### src/bgsc_ram.sv
// ----------------------------------------------------------------------------
// bgsc_ram
// Generic simple dual-port RAM: one write port, one read port with
// registered read data.
// ----------------------------------------------------------------------------
module bgsc_ram #(
	parameter int WIDTH = 8,
	parameter int DEPTH = 16
) (
	input  logic                     clk,
	input  logic                     we,
	input  logic [$clog2(DEPTH)-1:0] waddr,
	input  logic [WIDTH-1:0]         wdata,
	input  logic [$clog2(DEPTH)-1:0] raddr,
	output logic [WIDTH-1:0]         rdata
);

	logic [WIDTH-1:0] mem [DEPTH];

	always_ff @(posedge clk) begin
		if (we) begin
			mem[waddr] <= wdata;
		end
		rdata <= mem[raddr];
	end

endmodule
### config.mk
export PLATFORM = sky130hd
export DESIGN_NAME = bgsc_ram
export DESIGN_NICKNAME = d
export VERILOG_FILES = /design/src/bgsc_ram.sv
export SDC_FILE = /design/constraint.sdc
export NUM_CORES = 1
export LEC_CHECK = 0
export BUFFER_PORTS_ARGS = -buffer_cell sky130_fd_sc_hd__buf_4
export CORE_MARGIN = 2
export CORE_UTILIZATION = 40
export CTS_CLUSTER_DIAMETER = 80
export DETAILED_ROUTE_END_ITERATION = 10
export MAX_ROUTING_LAYER = met4
export PLACE_DENSITY_LB_ADDON = 0.25
export SETUP_SLACK_MARGIN = 0.1
export SLEW_MARGIN = 30
export SYNTH_ARGS = -nofsm -noshare
export SYNTH_HDL_FRONTEND = slang
export SYNTH_SLANG_ARGS = --single-unit
### constraint.sdc
create_clock -name clk -period 2.2 [get_ports clk]
set_input_delay 0.11 -clock clk [delete_from_list [all_inputs] [get_ports clk]]
set_output_delay 0.11 -clock clk [all_outputs]
set_load 0.1 [all_outputs]
==> report_table.html <==
<table>
<tr><th>Metric</th><th>Value</th></tr>
<tr><th colspan="2">Outcome</th></tr>
<tr><td>Status</td><td>finished clean</td></tr>
<tr><th colspan="2">Flow run</th></tr>
<tr><td>Maximum Capacitance Violations</td><td>0</td></tr>
<tr><th colspan="2">Power</th></tr>
<tr><td>Proportion of power drawn by flip-flops and latches</td><td>0.464</td></tr>
<tr><td>Maximum ir drop on the vdd rail</td><td>0.5051 mV</td></tr>
<tr><td>Leakage</td><td>2.114 nW</td></tr>
<tr><td>Share of total power in the clock network</td><td>0.472</td></tr>
<tr><td>Total chip power</td><td>0.006287 W</td></tr>
<tr><td>Net Sw Power</td><td>0.001257 W</td></tr>
<tr><td>Switching fraction of total power</td><td>0.2000</td></tr>
<tr><td>Logic gate share of total power</td><td>0.064</td></tr>
<tr><td>Power per Cell Area</td><td>1009 nW/µm²</td></tr>
<tr><td>Internal power</td><td>0.005030 W</td></tr>
<tr><th colspan="2">Clocking</th></tr>
<tr><td>CTS tree</td><td>yes</td></tr>
<tr><td>Master cell of the clock root buffer</td><td>sky130_fd_sc_hd__clkbuf_16</td></tr>
<tr><td>Clock latency of the later-clocked register in the worst-skew pair</td><td>0.41 ns</td></tr>
<tr><td>Post-CTS Hold Buffers</td><td>0</td></tr>
<tr><td>CTS sink count</td><td>136</td></tr>
<tr><td>Total of cells resized after clock tree synthesis</td><td>0</td></tr>
<tr><td>Clock buffer depth</td><td>2</td></tr>
<tr><td>Number of buffers added by the clock tree synthesis step</td><td>17</td></tr>
<tr><td>Clock input transition at the sequential cells of the worst setup and hold paths</td><td>0.06 ns</td></tr>
<tr><td>Number of buffers inserted to repair setup after CTS</td><td>0</td></tr>
<tr><td>H-tree lvl count</td><td>4</td></tr>
<tr><th colspan="2">Drt</th></tr>
<tr><td>Number of vias per cell</td><td>5.127</td></tr>
<tr><td>Number of vias in the routed layout</td><td>2,389</td></tr>
<tr><td>Remaining number of nets flagged by the antenna check after routing</td><td>0</td></tr>
<tr><td>Wire per inst</td><td>21.40 µm</td></tr>
<tr><td>Number of optimization iterations in the first detailed-route pass</td><td>5</td></tr>
<tr><td>Detailed router's first-iteration violation count</td><td>160</td></tr>
<tr><td>Drc violations</td><td>0</td></tr>
<tr><td>Total wirelength of the detailed-routed design</td><td>9971 µm</td></tr>
<tr><th colspan="2">Worst setup path</th></tr>
<tr><td>R2R depth</td><td>3</td></tr>
<tr><td>R2R Setup Slk</td><td>0.85 ns</td></tr>
<tr><td>Startpoint kind of the worst setup timing path</td><td>flip-flop</td></tr>
<tr><td>Nature of the critical path endpoint</td><td>flip-flop</td></tr>
<tr><td>Largest fanout on the critical path</td><td>1</td></tr>
<tr><td>Path type of the worst setup path</td><td>flip-flop to flip-flop</td></tr>
<tr><td>Critical Path RT</td><td>2.50 ns</td></tr>
<tr><td>CP Data Arrival Time</td><td>1.65 ns</td></tr>
<tr><td>Capturing point of the worst reg2reg path</td><td>rdata[2]</td></tr>
<tr><td>Start of the worst register-to-register path</td><td>mem[2][2]</td></tr>
<tr><th colspan="2">Synth</th></tr>
<tr><td>Post-synth EDFFs</td><td>128</td></tr>
<tr><td>Cell type with the largest total area after synthesis</td><td>sky130_fd_sc_hd__edfxtp_1</td></tr>
<tr><td>Library cells used by synthesis</td><td>19</td></tr>
<tr><td>Fraction of the yosys area taken by sequential cells</td><td>0.7778</td></tr>
<tr><td>Number of warning messages in the yosys log</td><td>0</td></tr>
<tr><td>Commonest cells in the synthesized netlist</td><td>sky130_fd_sc_hd__edfxtp_1, sky130_fd_sc_hd__mux4_2, sky130_fd_sc_hd__a22oi_1</td></tr>
<tr><td>Fraction of registers with async set or reset after synthesis</td><td>0</td></tr>
<tr><td>Share of the synthesized area in the top cell type</td><td>0.7467</td></tr>
<tr><td>Gate count of the mapped netlist</td><td>229</td></tr>
<tr><td>Syn nets</td><td>247</td></tr>
<tr><td>Most frequent cell after synthesis</td><td>sky130_fd_sc_hd__edfxtp_1</td></tr>
<tr><td>Mean Syn Cell Area</td><td>22.48 µm²</td></tr>
<tr><td>Synthesized area</td><td>5147 µm²</td></tr>
<tr><td>Number of storage elements in the synthesis netlist</td><td>136</td></tr>
<tr><td>Cells taking the most area after synthesis</td><td>sky130_fd_sc_hd__edfxtp_1, sky130_fd_sc_hd__mux4_2, sky130_fd_sc_hd__mux4_1</td></tr>
<tr><td>Top_reg_cell synth</td><td>sky130_fd_sc_hd__edfxtp_1</td></tr>
<tr><th colspan="2">Place</th></tr>
<tr><td>Final weighted congestion of routability-driven global placement</td><td>0.6936</td></tr>
<tr><td>Final HPWL from detailed placement</td><td>6138 µm</td></tr>
<tr><td>Port Buffer Count</td><td>25</td></tr>
<tr><th colspan="2">Worst hold path</th></tr>
<tr><td>Hold wc startpoint</td><td>wdata[4]</td></tr>
<tr><td>End point of the worst hold path</td><td>mem[12][4]</td></tr>
<tr><td>Min-Delay Path Depth</td><td>1</td></tr>
<tr><td>Classification of the worst-slack hold path</td><td>primary input to flip-flop</td></tr>
<tr><th colspan="2">Timing</th></tr>
<tr><td>Accumulated negative setup slack</td><td>0 ns</td></tr>
<tr><td>Post-route fraction of the period consumed by the critical path</td><td>0.6143</td></tr>
<tr><td>Max_slew headroom</td><td>0.4609</td></tr>
<tr><td>Final count of pins violating max slew</td><td>0</td></tr>
<tr><td>Final worst path period need</td><td>1.351 ns</td></tr>
<tr><td>Number of hold-slack violations in the final timing report</td><td>0</td></tr>
<tr><td>Setup repair after global routing missed its margin</td><td>false</td></tr>
<tr><td>Final setup violation count</td><td>0</td></tr>
<tr><td>Worst-margin pin slew</td><td>0.8070 ns</td></tr>
<tr><td>Fmax</td><td>739.9 MHz</td></tr>
<tr><td>Worst setup skew after layout</td><td>0.003956 ns</td></tr>
<tr><th colspan="2">Floorplanning</th></tr>
<tr><td>Chip height</td><td>117.4 µm</td></tr>
<tr><td>Initial Utilization</td><td>0.4096</td></tr>
<tr><td>Die footprint</td><td>13,790 µm²</td></tr>
<tr><td>Placement row count</td><td>41</td></tr>
<tr><td>I/O pin count</td><td>26</td></tr>
<tr><td>Die Span X</td><td>117.4 µm</td></tr>
<tr><td>Core ar.</td><td>12,570 µm²</td></tr>
<tr><th colspan="2">Finish</th></tr>
<tr><td>Signed area change from the synthesized netlist to the final layout</td><td>21.07%</td></tr>
<tr><td>Number of filler instances in the final layout</td><td>1,000</td></tr>
<tr><td>Fraction of layout cells with a size suffix above 1</td><td>0.2993</td></tr>
<tr><td>Antenna cell count</td><td>0</td></tr>
<tr><td>Layout net count</td><td>299</td></tr>
<tr><th colspan="2">GRT</th></tr>
<tr><td>Total gr overflow</td><td>0</td></tr>
<tr><td>Largest net degree at the start of global routing</td><td>33</td></tr>
<tr><td>Initial antenna violation count</td><td>0</td></tr>
<tr><td>Global-route wire length before repair</td><td>15,150 µm</td></tr>
<tr><td>Global-route usage over all layers</td><td>0.1597</td></tr>
<tr><td>Via count of the first global-routing pass</td><td>2,453</td></tr>
</table>
[registers in the layout, indices dropped and copies added, names as in the netlist]
name	count
mem	128
rdata	8
[placed cells by master (no fill, tap or decap), types with 2 or more instances in the layout]
cell type	instances
sky130_fd_sc_hd__edfxtp_1	128
sky130_fd_sc_hd__buf_4	42
sky130_fd_sc_hd__mux4_2	18
sky130_fd_sc_hd__clkbuf_16	17
sky130_fd_sc_hd__a22oi_1	16
sky130_fd_sc_hd__mux4_1	14
sky130_fd_sc_hd__nor2_1	13
sky130_fd_sc_hd__nand2_1	9
sky130_fd_sc_hd__dfxtp_1	8
sky130_fd_sc_hd__bufinv_16	5
sky130_fd_sc_hd__clkbuf_1	5
sky130_fd_sc_hd__nor3_1	4
sky130_fd_sc_hd__clkinv_2	3
sky130_fd_sc_hd__nand3b_1	2
sky130_fd_sc_hd__nand2b_1	2
[worst max-delay path: stages, from the launching register on]
cell and delay [ns]:
sky130_fd_sc_hd__edfxtp_1 0.38, sky130_fd_sc_hd__mux4_1 0.50, sky130_fd_sc_hd__a22oi_1 0.27, sky130_fd_sc_hd__nand2_1 0.08
[routing by layer]
metal,part of all wire,GRT usage
met1,0.44,0.2015
met2,0.50,0.2463
met3,0.051,0.05885
met4,0.012,0.04292
met5,0,-
[through the flow]
step	hold slack [ns]	area [µm²]	cells	utilization	worst slack, ns
6_report	0.009919	6232	466	0.4959	0.8485
5_1_grt	0.006834	6232	466	0.4959	0.7651
4_1_cts	0.001625	6232	466	0.4959	0.8254
3_5_place_dp	0.4318	5612	434	0.4465	0.6439
3_3_place_gp	0.4179	5612	434	0.4465	0.6548
2_1_floorplan	0.2089	5147	229	-	0.5971
[area by class of cell]
type                            instances  area [µm²]  area share
Multi-Input combinational cell         83        1057      0.1696
Timing Repair Buffer                   43       335.3     0.05380
Tap cell                              172       215.2     0.03453
Clock buffer                           22       444.2     0.07127
Sequential cell                       136        4004      0.6424
Clock inverter                         10       176.4     0.02831
[power groups by stage]
stage | clock (W) | combinational (W) | sequential, W
final | 0.00297 | 0.000405 | 0.00292
after floorplan | 0 | 0.000147 | 0.00309
after global routing | 0.00314 | 0.000430 | 0.00292
after CTS | 0.00302 | 0.000412 | 0.00292
after global placement | 0 | 0.000408 | 0.00297
after detailed placement | 0 | 0.000412 | 0.00297
[cells by family after synthesis]
family | share of synthesized area
muxes | 0.1502
DFF | 0.7778
and+or+nand+nor | 0.03184
buffers and inverters | 0.01677
AOI/OAI and AO/OA | 0.02334
[how the worst max path moves through the flow]
stage,from,endpoint
6_report,mem[2][2],rdata[2]
5_1_grt,mem[1][5],rdata[5]
4_1_cts,mem[1][1],rdata[1]
3_5_place_dp,raddr[0],rdata[4]
3_3_place_gp,raddr[0],rdata[3]
2_1_floorplan,waddr[2],mem[0][0]
Note: power is estimated with default switching activity, not from simulation.
